--- src/hdl/smab_bank.sv ---
// smab_bank: one byte lane of the store, a single-port synchronous ram
// one row per cycle is read, and written when enabled; read data registered
// depends on nothing
module smab_bank #(
  parameter int unsigned ROWS  = 256,
  parameter int unsigned ROW_W = 8
) (
  input  logic             clk,
  input  logic             wr_en,
  input  logic [ROW_W-1:0] row,
  input  logic [7:0]       wr_data,
  output logic [7:0]       rd_data
);

  logic [7:0] mem [ROWS];
  logic [7:0] rd_data_r;

  // single port: write when enabled; the row is read always, giving its old data on a write
  always_ff @(posedge clk) begin
    if (wr_en) begin
      mem[row] <= wr_data;
    end
    rd_data_r <= mem[row];
  end

  assign rd_data = rd_data_r;

endmodule

--- config.mk ---
export PLATFORM = sky130hd
export DESIGN_NAME = smab_bank
export DESIGN_NICKNAME = d
export VERILOG_FILES = /design/src/hdl/smab_bank.sv
export SDC_FILE = /design/constraint.sdc
export NUM_CORES = 2
export LEC_CHECK = 0
export BUFFER_PORTS_ARGS = -buffer_cell sky130_fd_sc_hd__clkbuf_2
export CORE_ASPECT_RATIO = 0.6
export CORE_MARGIN = 2
export CORE_UTILIZATION = 31
export DETAILED_ROUTE_END_ITERATION = 16
export GPL_ROUTABILITY_DRIVEN = 0
export PLACE_DENSITY = 0.57
export SYNTH_ARGS = -nofsm -noshare
export SYNTH_HDL_FRONTEND = slang
export SYNTH_SLANG_ARGS = --single-unit
--- constraint.sdc ---
create_clock -name clk -period 2.6 [get_ports clk]
set_clock_uncertainty 0.15 [all_clocks]
set_input_delay 0.13 -clock clk [delete_from_list [all_inputs] [get_ports clk]]
set_output_delay 0.13 -clock clk [all_outputs]
set_load 0.01 [all_outputs]
* Word level (Yosys, flattened, before mapping)
Memory sizes are Yosys's and may differ from the RTL's. A register that Yosys moved wholly into a read port is not among the register bits.
Cells that the tools add are included.
Widths: inputs -> output; s select.
** Storage, ports and cells
- Flip-flop bits (word level) :: 0
- Latch bits :: 0
- Memory bits (writable) :: 2048
- ROM bits :: 0
- Input port bits :: 18
- Memories kept :: 1
** Operators by class
- Add/subtract/negate cells :: 0
- Multipliers :: 0
- Div/mod/pow operators :: 0
- Magnitude comparators :: 0
- Equality and inequality tests :: 0
- Shifts and indexed selects :: 0
- Multiplexer cells :: 2
- Bitwise gates (word level) :: 0
- Reductions and logical operators :: 0
** Memories
- mem :: words 256, bits a word 8, rd ports 1, clocked after Yosys merged registers in 1, wr ports 1, line 15 : logic [7:0] mem [ROWS];
** Operators by type and width (number)
- $mux 1 :: 2

* Longest topological paths before layout
- Word-level depth :: 2
- Mapped depth :: 10

* Worst setup path before layout
Ideal clock, no wire load.
- Kind :: input-to-reg
- Start point :: input row[1]
- End point :: memory mem[111][0], enable pin
- Arrival :: 1.979 ns
- Data required time :: 2.080 ns
- Path slack :: 0.101 ns
- Stages :: 9
- Buffers on the path :: 5
- Cells stage by stage :: buf_2 -> clkbuf_1 -> clkbuf_1 -> nand2_1 -> buf_2 -> nor2_1 -> nand2_1 -> clkbuf_1 -> nor2_1
** RTL lines
- start, declared :: line 10 : input logic [ROW_W-1:0] row,
- end, declared :: line 15
Straight into the memory's write port.

==> flow_summary_export.csv <==
group,metric,value,unit
synthesis,synth_cell_type_count,22,
global_routing,grt_max_degree,106,
worst_setup_path,start_kind,"flip-flop",
synthesis,synth_area_leaders,"edfxtp_1, mux4_2, a22oi_1",
routing,antenna_left,0,
clock_network,clkTransAtPathRegs,0.07,ns
floorplan,rows,143,
synthesis,synth_area,78490,um^2
worst_setup_path,critPathMaxFanout,1,
floorplan,ios,26,
timing,slew_viol_final,0,
clock_network,cts_buffer_depth,4,
pwr,switchingPower,14.39,mW
synthesis,ys_warn_count,0,
floorplan,start_util,31.09,%
synthesis,synth_fp_nets,3565,
worst_setup_path,cp.required,3.15,ns
routing,drc,0,
outcome,status,"finished clean",
routing,wl_per_cell,27.87,um
synthesis,yosys.area.top_type,"edfxtp_1",
pwr,seqPwrFrac,55.1,%
floorplan,core-area,252500,um^2
global_routing,antenna_found_initial,15,
timing,layout_min_cycle_time,2.495,ns
routing,first_pass_iters,6,
layout,fin_cells,7771,
timing,rsz0062_at_grt,"false",
global_routing,grt_pass1_wl,305000,um
timing,tightest_slew,1.145,ns
timing,hold_viol_final,0,
clock_network,cts_tree,"done",
run,cap_violations,0,
pwr,combPwrFrac,5.7,%
worst_setup_path,worst-setup-path-type,"flip-flop to flip-flop",
timing,finalCritPeriodShare,95.97,%
pwr,p_sw_share,21.70,%
floorplan,die_w,653.6,um
timing,fin_tns_setup,0,ns
pwr,clockPowerShare,39.2,%
synthesis,synthMostInstantiatedCell,"edfxtp_1",
clock_network,post_cts_buffers,0,
worst_setup_path,cp-end-kind,"flip-flop",
floorplan,die_y,393.8,um
synthesis,syn_area_per_cell,22.13,um^2
global_routing,track_usage,16.53,%
synthesis,synth-main-ff-cell,"edfxtp_1",
clock_network,cts_made_buffers,180,
placed_design,dp_hpwl,141700,um
synthesis,ys_seq_area_share,78.55,%
pwr,power.density,706.3,nW/um^2
routing,drt_wl_total,216600,um
worst_setup_path,cp_data_arrival_time,3.05,ns
timing,final-setup-viol-count,0,
timing,fmax,400.8,MHz
timing,holdWs,0.05805,ns
synthesis,ys_ff_latch,2056,
hold_path,hp-class,"input pin to flip-flop",
global_routing,grt_pass1_vias,39720,
layout,drive_gt1_share,34.21,%
clock_network,clkSinkCount,2056,
clock_network,cts-htree-levels,4,
layout,nets,4244,
synthesis,synth.top_cell.area_share,78.35,%
routing,via_count,40280,
synthesis,synth-edff-count,2048,
global_routing,grt_overflow_total,0,
pwr,p_leak,29.44,nW
placed_design,place_inst,7440,
timing,slew_headroom,23.67,%
synthesis,ys_async_sr_fraction,0,%
routing,viasPerCell,5.184,
floorplan,die-area,257400,um^2
placed_design,portBuffers,25,
synthesis,synth_cells,3547,
clock_network,clk_latency,0.84,ns
synthesis,netlist_top_cells_count,"edfxtp_1, mux4_2, a22oi_1, nor2_1, clkbuf_1",
pwr,vdd_ir_drop_max,501.4,uV
layout,area_growth,19.62,%
pwr,p_int,51.93,mW
routing,drtIter0Drc,5446,
clock_network,clockRootBuffer,"clkbuf_16",
[worst paths after layout]
path | from | endpoint | slack (ns) | cells after the start
hold reg to reg | mem[64][0] | rd_data[0] | 0.80 | 5
hold / removal | row[5] | mem[75][0] | 0.06 | 5
setup reg to reg | mem[51][3] | rd_data[3] | 0.10 | 6
setup / recovery | mem[51][3] | rd_data[3] | 0.10 | 6
[per-layer routing]
layer	wire, um	up-vias	global-route usage, %	part of all wire, %
met5	253	-	0.5747	0.12
met4	4159	8	3.099	1.9
met3	30020	279	6.832	14
met2	86030	2104	21.56	40
met1	96130	21460	25.50	44
li1	-	16430	-	-
[worst max-delay path, stage by stage, from the launching register on]
cell and delay [ns]:
edfxtp_1 0.37, mux4_2 0.58, a22oi_1 0.25, a21oi_1 0.32
o41ai_1 0.46, buf_4 0.19, nand4_1 0.08
[power by group through the flow]
stage	clock (mW)	sequential (mW)	combinational, mW
CTS	26.4	36.6	3.79
floorplan	0	37.3	1.62
global placement	0	37.3	3.72
global route	27.7	36.5	3.99
detailed placement	0	37.3	3.76
finish	26.0	36.6	3.79
[layout make-up]
| type | count | area (um^2) |
|---|---|---|
| Antenna cell | 3 | 7.507 |
| Clock buffer | 231 | 4841 |
| Clock inverter | 86 | 634.4 |
| Fill cell | 22770 | 158600 |
| Inverter | 1 | 3.754 |
| Multi-Input combinational cell | 1258 | 15830 |
| Sequential cell | 2056 | 61660 |
| Tap cell | 3407 | 4263 |
| Timing Repair Buffer | 729 | 6651 |
[layout by cell type (no fill, tap or decap), drive strengths merged, types with 2 or more instances in the layout]
cell type    instances
dfxtp                8
dlygate4sd3         11
a21oi              128
edfxtp            2048
nor2               232
diode                3
buf                703
nor3                30
nand2               28
or2                  2
clkbuf             246
bufinv               8
mux4               512
nand2b               6
nand4                8
clkinv              71
nor2b                7
nand3               13
a22oi              256
inv                  4
and2                 3
o41ai               32
clkinvlp             4
[cell families (layout without fill, tap and decap cells)]
logic type	count (synthesis)	count (layout)	share of synthesized area, %
AOI/OAI and AO/OA	416	416	3.622
buffers and inverters	233	1047	1.401
DFF	2056	2056	78.55
muxes	512	512	14.69
other	0	3	0
and+or+nand+nor	330	330	1.733
[registers in the layout, summed over array words and instances (netlist names)]
signal	flops
rd_data	8
mem	2048
[what timing repair did]
item / CTS / global route
pin swaps: 0 / 1
endpoints found under the setup margin: 1 / 3
hold buffers: 11 / 0
endpoints found under the hold margin: 1766 / 0
resized for setup: 1 / 2
cloned: 0 / 0
[metrics by stage]
stage          power (mW)  area [um^2]  worst slack (ns)  util [%]
2_1_floorplan       38.89        78490            0.1013         -
3_3_place_gp        41.01        88280           -0.5857     34.97
3_5_place_dp        41.05        88280           -0.5937     34.97
4_1_cts             66.77        93870           0.03457     37.18
5_1_grt             68.27        93890          0.008605     37.19
6_report            66.32        93890            0.1048     37.19
Note: power is estimated with default switching activity, not from simulation.
